$ cat config.mk
export PLATFORM = sky130hd
export DESIGN_NAME = bitmap_slot_allocator
export DESIGN_NICKNAME = d
export VERILOG_FILES = /design/src/design/bsa_pkg.sv /design/src/design/bitmap_slot_allocator.sv /design/src/design/bsa_word_scan.sv
export SDC_FILE = /design/constraint.sdc
export NUM_CORES = 1
export LEC_CHECK = 0
export BUFFER_PORTS_ARGS = -buffer_cell sky130_fd_sc_hd__buf_4
export CORE_MARGIN = 4
export CORE_UTILIZATION = 40
export CTS_CLUSTER_SIZE = 30
export DETAILED_ROUTE_END_ITERATION = 10
export HOLD_SLACK_MARGIN = 0.02
export REMOVE_ABC_BUFFERS = 1
export SLEW_MARGIN = 25
export SYNTH_ARGS = -nofsm -noshare
export SYNTH_HDL_FRONTEND = slang
export SYNTH_HIERARCHICAL = 1
export SYNTH_SLANG_ARGS = --single-unit
$ cat constraint.sdc
create_clock -name clk -period 5.4 [get_ports clk]
set_input_delay 0 -clock clk [delete_from_list [all_inputs] [get_ports clk]]
set_output_delay 0 -clock clk [all_outputs]
set_load 0.005 [all_outputs]
$ cat src/design/bsa_pkg.sv
package bsa_pkg;

    localparam int SLOTS_DEFAULT = 256;
    localparam int CFG_W         = 9;
    localparam logic [CFG_W-1:0] CAPACITY_RESET = 9'd256;

    // command codes
    localparam logic [1:0] ACT_TAKE   = 2'd0;
    localparam logic [1:0] ACT_RETURN = 2'd1;
    localparam logic [1:0] ACT_CLEAR  = 2'd2;

    // status codes
    localparam logic [1:0] STAT_OK    = 2'd0;
    localparam logic [1:0] STAT_FULL  = 2'd1;
    localparam logic [1:0] STAT_RANGE = 2'd2;

    // word scan result
    typedef struct packed {
        logic       found;
        logic [2:0] bit_idx;
    } scan_t;

endpackage

$ cat src/design/bitmap_slot_allocator.sv
// Bitmap first-free slot allocator.
// Command channel: action / return_index are taken at a clock edge where
// start is high and busy is low. One result per command appears on
// slot_index / status for exactly one cycle with done high; the receiver
// cannot hold it off, so no stall exists on the result side.
// Capacity: cfg_wr_en / cfg_wr_data write capacity_reg (applied limited to
// SLOTS); write it only while the block is idle.
// Steps per command, from the accepting edge to the done cycle:
//   take   : bitmap words are examined in order from word 0, 1..SLOTS/8 of
//            them; one word per cycle through the word scan unit fed by the
//            registered memory read port.
//   return : read-modify-write of one word; skipped if out of range.
//   clear  : every word written to zero, one word written per cycle.
//   code 3 : no operation.
// One command at a time: busy is high from the accepting edge until the done
// cycle, where it drops; out-of-range returns and code 3 never raise it.
// Reset: capacity returns to 256 and a clearing pass writes every bitmap
// word to zero with busy high; no result is produced for it.
module bitmap_slot_allocator
    import bsa_pkg::*;
#(
    parameter int SLOTS = SLOTS_DEFAULT
)
(
    input  logic             clk,
    input  logic             rst_n,
    input  logic             start,
    output logic             busy,
    input  logic [1:0]       action,
    input  logic [7:0]       return_index,
    output logic             done,
    output logic [7:0]       slot_index,
    output logic [1:0]       status,
    input  logic             cfg_wr_en,
    input  logic [CFG_W-1:0] cfg_wr_data
);

    localparam int WORDS = (SLOTS + 7) / 8;
    localparam int AW    = (WORDS > 1) ? $clog2(WORDS) : 1;
    localparam int CAP_W = $clog2(SLOTS + 1);
    localparam int CMP_W = ((CAP_W > CFG_W) ? CAP_W : CFG_W) + 1;
    localparam logic [AW-1:0]    LAST_WORD = AW'(WORDS - 1);
    localparam logic [CMP_W-1:0] SLOTS_C   = CMP_W'(SLOTS);

    typedef enum logic [4:0] {
        ST_IDLE  = 5'b00001,
        ST_INIT  = 5'b00010,
        ST_CLEAR = 5'b00100,
        ST_TSCAN = 5'b01000,
        ST_RMOD  = 5'b10000
    } state_t;

    state_t            state_reg, state_next;
    logic [AW-1:0]     word_reg, word_next;
    logic [7:0]        ridx_reg, ridx_next;
    logic [CFG_W-1:0]  capacity_reg;
    logic              done_reg, done_next;
    logic [7:0]        slot_reg, slot_next;
    logic [1:0]        status_reg, status_next;

    // bitmap memory, one word per 8 slots
    logic [7:0]        mem [WORDS];
    logic [7:0]        rd_data_reg;
    logic [AW-1:0]     rd_addr;
    logic              wr_en;
    logic [AW-1:0]     wr_addr;
    logic [7:0]        wr_data;

    logic [CMP_W-1:0]  cfg_ext;
    logic [CMP_W-1:0]  eff_cap;
    logic [CMP_W-1:0]  base;
    logic [CMP_W-1:0]  next_base;
    logic [CMP_W-1:0]  slot_full;
    scan_t             scan;

    // capacity saturates at the pool size
    assign cfg_ext   = CMP_W'(capacity_reg);
    assign eff_cap   = (cfg_ext > SLOTS_C) ? SLOTS_C : cfg_ext;
    assign base      = CMP_W'({word_reg, 3'b000});
    assign next_base = base + CMP_W'(8);
    assign slot_full = CMP_W'({word_reg, scan.bit_idx});

    bsa_word_scan #(
        .CMP_W(CMP_W)
    ) u_scan (
        .word_data(rd_data_reg),
        .base     (base),
        .cap      (eff_cap),
        .result   (scan)
    );

    always_ff @(posedge clk)
    begin
        if (wr_en)
        begin
            mem[wr_addr] <= wr_data;
        end
        rd_data_reg <= mem[rd_addr];
    end

    always_comb
    begin
        state_next  = state_reg;
        word_next   = word_reg;
        ridx_next   = ridx_reg;
        done_next   = 1'b0;
        slot_next   = slot_reg;
        status_next = status_reg;
        rd_addr     = word_reg;
        wr_en       = 1'b0;
        wr_addr     = word_reg;
        wr_data     = 8'd0;

        unique case (state_reg)
            ST_IDLE:
            begin
                if (start)
                begin
                    case (action)
                        ACT_TAKE:
                        begin
                            rd_addr    = '0;
                            word_next  = '0;
                            state_next = ST_TSCAN;
                        end
                        ACT_RETURN:
                        begin
                            ridx_next = return_index;
                            if (CMP_W'(return_index) >= eff_cap)
                            begin
                                done_next   = 1'b1;
                                slot_next   = return_index;
                                status_next = STAT_RANGE;
                            end
                            else
                            begin
                                rd_addr    = AW'(return_index >> 3);
                                word_next  = AW'(return_index >> 3);
                                state_next = ST_RMOD;
                            end
                        end
                        ACT_CLEAR:
                        begin
                            word_next  = '0;
                            state_next = ST_CLEAR;
                        end
                        default:
                        begin
                            done_next   = 1'b1;
                            slot_next   = 8'd0;
                            status_next = STAT_OK;
                        end
                    endcase
                end
            end
            ST_INIT, ST_CLEAR:
            begin
                wr_en = 1'b1;
                if (word_reg == LAST_WORD)
                begin
                    state_next = ST_IDLE;
                    if (state_reg == ST_CLEAR)
                    begin
                        done_next   = 1'b1;
                        slot_next   = 8'd0;
                        status_next = STAT_OK;
                    end
                end
                else
                begin
                    word_next = word_reg + AW'(1);
                end
            end
            ST_TSCAN:
            begin
                if (scan.found)
                begin
                    wr_en       = 1'b1;
                    wr_data     = rd_data_reg | (8'h80 >> scan.bit_idx);
                    done_next   = 1'b1;
                    slot_next   = slot_full[7:0];
                    status_next = STAT_OK;
                    state_next  = ST_IDLE;
                end
                else if (next_base >= eff_cap)
                begin
                    done_next   = 1'b1;
                    slot_next   = 8'd0;
                    status_next = STAT_FULL;
                    state_next  = ST_IDLE;
                end
                else
                begin
                    // fetch next word while this one is rejected
                    word_next = word_reg + AW'(1);
                    rd_addr   = word_reg + AW'(1);
                end
            end
            ST_RMOD:
            begin
                wr_en       = 1'b1;
                wr_data     = rd_data_reg & ~(8'h80 >> ridx_reg[2:0]);
                done_next   = 1'b1;
                slot_next   = ridx_reg;
                status_next = STAT_OK;
                state_next  = ST_IDLE;
            end
            default:
            begin
                state_next = ST_IDLE;
            end
        endcase
    end

    always_ff @(posedge clk or negedge rst_n)
    begin
        if (!rst_n)
        begin
            state_reg    <= ST_INIT;
            word_reg     <= '0;
            done_reg     <= 1'b0;
            capacity_reg <= CAPACITY_RESET;
        end
        else
        begin
            state_reg <= state_next;
            word_reg  <= word_next;
            done_reg  <= done_next;
            if (cfg_wr_en)
            begin
                capacity_reg <= cfg_wr_data;
            end
        end
    end

    // payload registers
    always_ff @(posedge clk)
    begin
        ridx_reg   <= ridx_next;
        slot_reg   <= slot_next;
        status_reg <= status_next;
    end

    assign busy       = (state_reg != ST_IDLE);
    assign done       = done_reg;
    assign slot_index = slot_reg;
    assign status     = status_reg;

endmodule

$ cat src/design/bsa_word_scan.sv
// Finds the lowest free slot in one bitmap word (MSB = lowest slot),
// limited to slots below the capacity.
module bsa_word_scan
    import bsa_pkg::*;
#(
    parameter int CMP_W = 10
)
(
    input  logic [7:0]       word_data,
    input  logic [CMP_W-1:0] base,
    input  logic [CMP_W-1:0] cap,
    output scan_t            result
);

    logic [CMP_W-1:0] diff;
    logic [3:0]       limit;
    logic [7:0]       free;

    always_comb
    begin
        diff = cap - base;
        if (cap <= base)
        begin
            limit = 4'd0;
        end
        else if (diff >= CMP_W'(8))
        begin
            limit = 4'd8;
        end
        else
        begin
            limit = diff[3:0];
        end
        for (int b = 0; b < 8; b++)
        begin
            free[b] = !word_data[7-b] && (4'(b) < limit);
        end
        result.found   = |free;
        result.bit_idx = 3'd0;
        for (int b = 7; b >= 0; b--)
        begin
            if (free[b])
            begin
                result.bit_idx = 3'(b);
            end
        end
    end

endmodule

==> impl_metrics.env, run 1 <==
export IMPL_wl_um=38100
export IMPL_synthMuxAreaShare=0.0724
export IMPL_htree_num_levels=2
export IMPL_placed_cells=1638
export IMPL_seq_area_frac_synth=0.628
export IMPL_fin_worst_skew_ps=26.8
export IMPL_multi_input_area_um2=5010
export IMPL_route_vias_total=9850
export IMPL_cts_tree="yes"
export IMPL_worst_endpoint_required_ps=5850
export IMPL_syn_area_um2=14200
export IMPL_layout_drive_gt1_share=0.215
export IMPL_synth_top_family_by_area="compound AO/OA/AOI/OAI gates"
export IMPL_synthAdderAreaFrac=0.0306
export IMPL_grt_max_degree=43
export IMPL_synth_async_sr_flop_share=0.0662
export IMPL_grt_pass1_wl_um=58000
export IMPL_synthTopCellsByArea="edfxtp_1, mux2i_1, dfrtp_1"
export IMPL_endpoint_kind="flip-flop"
export IMPL_wl_per_cell_um=21.9
export IMPL_clk_latency_ps=530
export IMPL_overflow=0
export IMPL_cpPeakStageDelay_ps=560
export IMPL_dieArea_um2=38500
export IMPL_nets=1317
export IMPL_crit_chain="clkinvlp_4, nand2_1, inv_1, ha_1, a21o_1, a21o_1, a2111oi_4, nor2_2, nor4_4, nand3_2, o31ai_4, a31oi_4, a211oi_2, nand2_1, nor2_4, buf_6, a21oi_2, o21ai_4, buf_4, buf_4, and3_1, a211oi_1, a2111o_1, a211oi_2"
export IMPL_crit_fanout=8
export IMPL_leakagePower_nw=6.43
export IMPL_cp_startpoint="capacity_reg[8]"
export IMPL_fin_total_pwr_mw=7.87
export IMPL_fmax_mhz=193
export IMPL_outcome="complete, no violations"
export IMPL_p_int_mw=5.17
export IMPL_post_synth_cell_area_avg_um2=13.1
export IMPL_min_period_over_period=0.959
export IMPL_cp_top_family="compound AO/OA/AOI/OAI gates"
export IMPL_r2r_start="capacity_reg[8]"
export IMPL_synth_top_area_share=0.581
export IMPL_diodes=0
export IMPL_port_buffers=34
export IMPL_area_delta_synth_final_pct=21.8
export IMPL_p_switching_mw=2.70
export IMPL_final_cells=1740
export IMPL_fp_dieH_um=196
export IMPL_die_x_um=196
export IMPL_synthCells=1085
export IMPL_max_cap_violations=0
export IMPL_path_class="flip-flop to flip-flop"
export IMPL_grt_total_usage=0.196
export IMPL_antenna_found_initial=1
export IMPL_yosys_area_top_type="edfxtp_1"
export IMPL_ir_drop_mv=0.253
export IMPL_core_area_um2=34700
export IMPL_drt_first_pass_iters=8
export IMPL_relSlewSlack=0.378
export IMPL_synth_edf_count=274
export IMPL_synth_compound_area_share=0.134
export IMPL_regArea_um2=8890
export IMPL_synth_ff_type="edfxtp_1"
export IMPL_synth_simple_area_share=0.0964
export IMPL_hp_class="input port to flip-flop"
export IMPL_cpMaxStageDelayCell="dfstp_2"
export IMPL_hold_viol=0
export IMPL_largest_reg_flops=256
export IMPL_switching_share=0.343
export IMPL_min_period_ps=5180
export IMPL_place_gp_congestion=0.933
export IMPL_synth_cell_type_count=85
export IMPL_grt_pass1_vias=9642
export IMPL_clk_path_buf_depth=3
export IMPL_power_density_nw_per_um2=456
export IMPL_setup_viol=0
export IMPL_path_clk_slew_ps=60
export IMPL_min_delay_start="return_index[7]"
export IMPL_combPwrFrac=0.358
export IMPL_regToRegSetupSlack_ps=220
export IMPL_rows=68
export IMPL_crit_buf_inv=5
export IMPL_ios=35
export IMPL_via_per_inst=5.66
export IMPL_arrival_ps=5630
export IMPL_fillCellCount=3021
export IMPL_drc_errors=0
export IMPL_detailed_place_hpwl_um=25700
export IMPL_root_buffer="clkbuf_16"
export IMPL_cts_sinks=302
export IMPL_rsz0062_at_grt="yes"
export IMPL_drv_slew=0
export IMPL_drtIter0Drc=1029
export IMPL_synth_xor_area_frac=0.00495
export IMPL_synth_seq_cells=302
export IMPL_cts_buffers_inserted=35
export IMPL_yosys_warnings=6
export IMPL_ant_nets=0
export IMPL_clock_power_share=0.279
export IMPL_critPathLaunchType="flip-flop"
export IMPL_power_share_sequential=0.363
export IMPL_start_util=0.408
export IMPL_worst_pin_slew_ps=933
-- worst reg2reg max path, delay by kind of cell (launching register included) --
family / cells / cell delay [ps]
adders and majority gates: 1 / 310
AOI/OAI and AO/OA: 11 / 2510
DFF: 1 / 560
buffers and inverters: 5 / 620
and+or+nand+nor: 7 / 1110
-- area by class of cell --
cell class,count,area share
repair buffers,185,0.0896
multi-input cells,690,0.290
clock buffers,46,0.0543
flip-flops and latches,302,0.515
clock inverters,16,0.00732
well taps,455,0.0330
inverters,46,0.0102
-- routing by layer --
layer,vias up,global-route usage,share of wire
met5,-,0,0.00031
met4,2,0.0644,0.033
met3,90,0.0355,0.068
met2,368,0.309,0.46
met1,4835,0.276,0.44
li1,4555,-,-
-- cell usage after synthesis, types with 18 or more instances --
| library cell | n |
|---|---|
| nor2_1 | 60 |
| nand3_1 | 32 |
| clkbuf_1 | 21 |
| ha_1 | 33 |
| a31oi_1 | 33 |
| a211oi_1 | 30 |
| inv_1 | 44 |
| edfxtp_1 | 274 |
| and3_1 | 24 |
| dfrtp_1 | 18 |
| a21oi_1 | 36 |
| nand2_1 | 112 |
| mux2i_1 | 89 |
| o21ai_0 | 41 |
-- per-stage QoR --
stage	instance area, µm²	setup WS [ps]	TNS, ps	hold slack (ps)	util
CTS	17100	42.6	0	222	0.493
global route	17300	-57.8	-180	251	0.497
floorplan	13900	-2720	-20730	-296	-
global placement	15700	66.7	0	-101	0.451
detailed placement	15700	-125	-529	-92.1	0.451
finish	17300	220	0	242	0.497
-- cell usage in the layout, fill, tap and decap left out, drive strengths merged, types with 38 or more instances in the layout --
cell    count
o21ai      45
a21oi      38
mux2i      89
nor2       62
buf       152
clkbuf     46
inv        48
nand2     112
edfxtp    274
-- path summary, 6_finish.rpt --
path / to / depth (start not counted)
worst max-delay path: rd_data_reg[3] / 24
worst min-delay path: ridx_reg[7] / 2
worst max register to register: rd_data_reg[3] / 24
worst min register to register: slot_index[5] / 2
max in group asynchronous: capacity_reg[5] / 4
min in group asynchronous: state_reg[1] / 3
-- power groups by stage --
stage,clock network (mW),logic (mW),registers [mW]
final,2.20,2.82,2.86
after floorplan,0,1.68,2.87
after global placement,0,2.63,2.90
after detailed placement,0,2.66,2.90
after CTS,2.24,2.72,2.85
after global routing,2.34,3.04,2.87
-- kinds of logic after synthesis --
kind of cell | count (synthesis)
other cells | 1
compound gates | 259
buf+inv | 98
fa+ha+maj | 34
flops | 302
mux | 101
xor+xnor | 8
simple gates | 282
-- what timing repair did --
item | in CTS | in global routing
resized for setup | 5 | 29
cloned | 0 | 0
hold buffers | 34 | 0
setup buffers | 3 | 3
endpoints found under the setup margin | 8 | 57
pin swaps | 1 | 6
endpoints found under the hold margin | 53 | 0
Note: power is estimated with default switching activity, not from simulation.
==> inputs of run 2 (changes only) <==
--- a/config.mk
+++ b/config.mk
@@ -11,6 +11,7 @@
 export CTS_CLUSTER_SIZE = 30
 export DETAILED_ROUTE_END_ITERATION = 10
 export HOLD_SLACK_MARGIN = 0.02
+export PLACE_DENSITY = 0.6
 export REMOVE_ABC_BUFFERS = 1
 export SLEW_MARGIN = 25
 export SYNTH_ARGS = -nofsm -noshare
==> constraint.sdc (replaced) <==
create_clock -name clk -period 4.9 [get_ports clk]
set_input_delay 0 -clock clk [delete_from_list [all_inputs] [get_ports clk]]
set_output_delay 0 -clock clk [all_outputs]
set_load 0.005 [all_outputs]
==> run 2 against run 1 <==
Effect of this change:
- the flow now finishes with violations (setup timing)
- total power up 19%
- via count up 3.4%
- sequential power up 10%
- register-to-register slack worse by 440 ps
==> impl_metrics.env, run 2 (same netlist as run 1, synthesis figures left out) <==
export IMPL_worst_pin_slew_ps=880
export IMPL_max_cap_violations=0
export IMPL_largest_reg_flops=256
export IMPL_crit_fanout=7
export IMPL_ir_drop_mv=0.338
export IMPL_path_clk_slew_ps=60
export IMPL_rsz0062_at_grt="yes"
export IMPL_final_cells=1798
export IMPL_grt_pass1_wl_um=60700
export IMPL_die_x_um=196
export IMPL_port_buffers=34
export IMPL_cpMaxStageDelayCell="dfstp_2"
export IMPL_layout_drive_gt1_share=0.287
export IMPL_cts_sinks=302
export IMPL_placed_cells=1684
export IMPL_worst_endpoint_required_ps=5340
export IMPL_ios=35
export IMPL_fp_dieH_um=196
export IMPL_grt_max_degree=37
export IMPL_min_period_ps=5120
export IMPL_drt_first_pass_iters=5
export IMPL_fin_total_pwr_mw=9.39
export IMPL_grt_pass1_vias=10100
export IMPL_arrival_ps=5560
export IMPL_hp_class="input port to flip-flop"
export IMPL_ant_nets=0
export IMPL_crit_buf_inv=7
export IMPL_route_vias_total=10200
export IMPL_htree_num_levels=2
export IMPL_timing_hold_ws_ps=245
export IMPL_fin_worst_skew_ps=21.4
export IMPL_cts_buffers_inserted=35
export IMPL_dieArea_um2=38500
export IMPL_fmax_mhz=195
export IMPL_cp_top_family="compound AO/OA/AOI/OAI gates"
export IMPL_hold_viol=0
export IMPL_clk_latency_ps=530
export IMPL_fillCellCount=2887
export IMPL_critPathLaunchType="flip-flop"
export IMPL_outcome="complete, but fails checks"
export IMPL_wl_per_cell_um=22.3
export IMPL_overflow=0
export IMPL_endpoint_kind="flip-flop"
export IMPL_cts_tree="yes"
export IMPL_detailed_place_hpwl_um=26300
export IMPL_leakagePower_nw=6.85
export IMPL_path_class="flip-flop to flip-flop"
export IMPL_most_common_layout_cells="edfxtp_1, buf_4, nand2_1, mux2i_1, nor2_1"
export IMPL_violations="setup timing"
export IMPL_cp_common_cell="buf_6"
export IMPL_rows=68
export IMPL_drc_errors=0
export IMPL_diodes=0
export IMPL_power_density_nw_per_um2=511
export IMPL_drv_slew=0
export IMPL_layout_commonest_cell="edfxtp_1"
export IMPL_fin_ws_ps=-216
export IMPL_area_delta_synth_final_pct=29.7
export IMPL_core_area_um2=34700
export IMPL_via_per_inst=5.66
export IMPL_setup_viol=8
export IMPL_root_buffer="clkbuf_16"
export IMPL_min_period_over_period=1.04
export IMPL_nets=1376
export IMPL_grt_total_usage=0.205
export IMPL_relSlewSlack=0.410
export IMPL_antenna_found_initial=0
export IMPL_wl_um=40100
export IMPL_clk_path_buf_depth=3
export IMPL_start_util=0.408
export IMPL_cpPeakStageDelay_ps=560
export IMPL_drtIter0Drc=1000
export IMPL_place_gp_congestion=0.950
export IMPL_multi_input_area_um2=5470
export IMPL_regArea_um2=8890
## run 2: layout make-up
cell class	count	area share
Tap cell	455	0.0310
Sequential cell	302	0.484
Clock buffer	42	0.0491
Inverter	46	0.00981
Clock inverter	19	0.0113
Multi-Input combinational cell	690	0.298
Timing Repair Buffer	244	0.117
## run 2: final timing paths
| kind | startpoint | endpoint | slack, ps | cells past startpoint |
|---|---|---|---|---|
| max in group asynchronous | rst_n | capacity_reg[1] | 3850 | 4 |
| setup / recovery | capacity_reg[8] | rd_data_reg[3] | -220 | 26 |
| min in group asynchronous | rst_n | state_reg[1] | 550 | 3 |
| hold reg to reg | ridx_reg[5] | slot_index[5] | 560 | 2 |
| setup reg to reg | capacity_reg[8] | rd_data_reg[3] | -220 | 26 |
| hold / removal | return_index[7] | ridx_reg[7] | 240 | 2 |
## run 2: routing by layer
| layer | share of wire | up-vias | wire length [µm] | GRT usage |
|---|---|---|---|---|
| li1 | - | 4681 | - | - |
| met1 | 0.44 | 5080 | 17600 | 0.281 |
| met2 | 0.47 | 347 | 18900 | 0.330 |
| met3 | 0.059 | 73 | 2380 | 0.0410 |
| met4 | 0.031 | 0 | 1250 | 0.0654 |
| met5 | 0 | - | 0 | 0 |
## run 2: power breakdown
part / internal (mW) / switching, mW / total (mW)
Combinational: 1.66 / 2.08 / 3.74
Clock: 1.48 / 1.02 / 2.50
Sequential: 3.00 / 0.151 / 3.15
## run 2: repair_timing
item | 4_1_cts | 5_1_grt
hold buffers | 34 | 0
endpoints found under the hold margin | 53 | 0
endpoints found under the setup margin | 8 | 8
setup buffers | 11 | 6
pin swaps | 22 | 37
resized for setup | 109 | 33
cloned | 3 | 0
## run 2: metrics by stage
stage           util  setup slack [ps]  setup TNS, ps  cell area [µm²]
4_1_cts        0.523             -60.2           -192            18200
5_1_grt        0.529              -418          -3130            18400
2_1_floorplan      -             -3220         -43810            13900
3_3_place_gp   0.461              -435          -3150            16000
3_5_place_dp   0.461              -513          -3720            16000
6_report       0.529              -216          -1430            18400
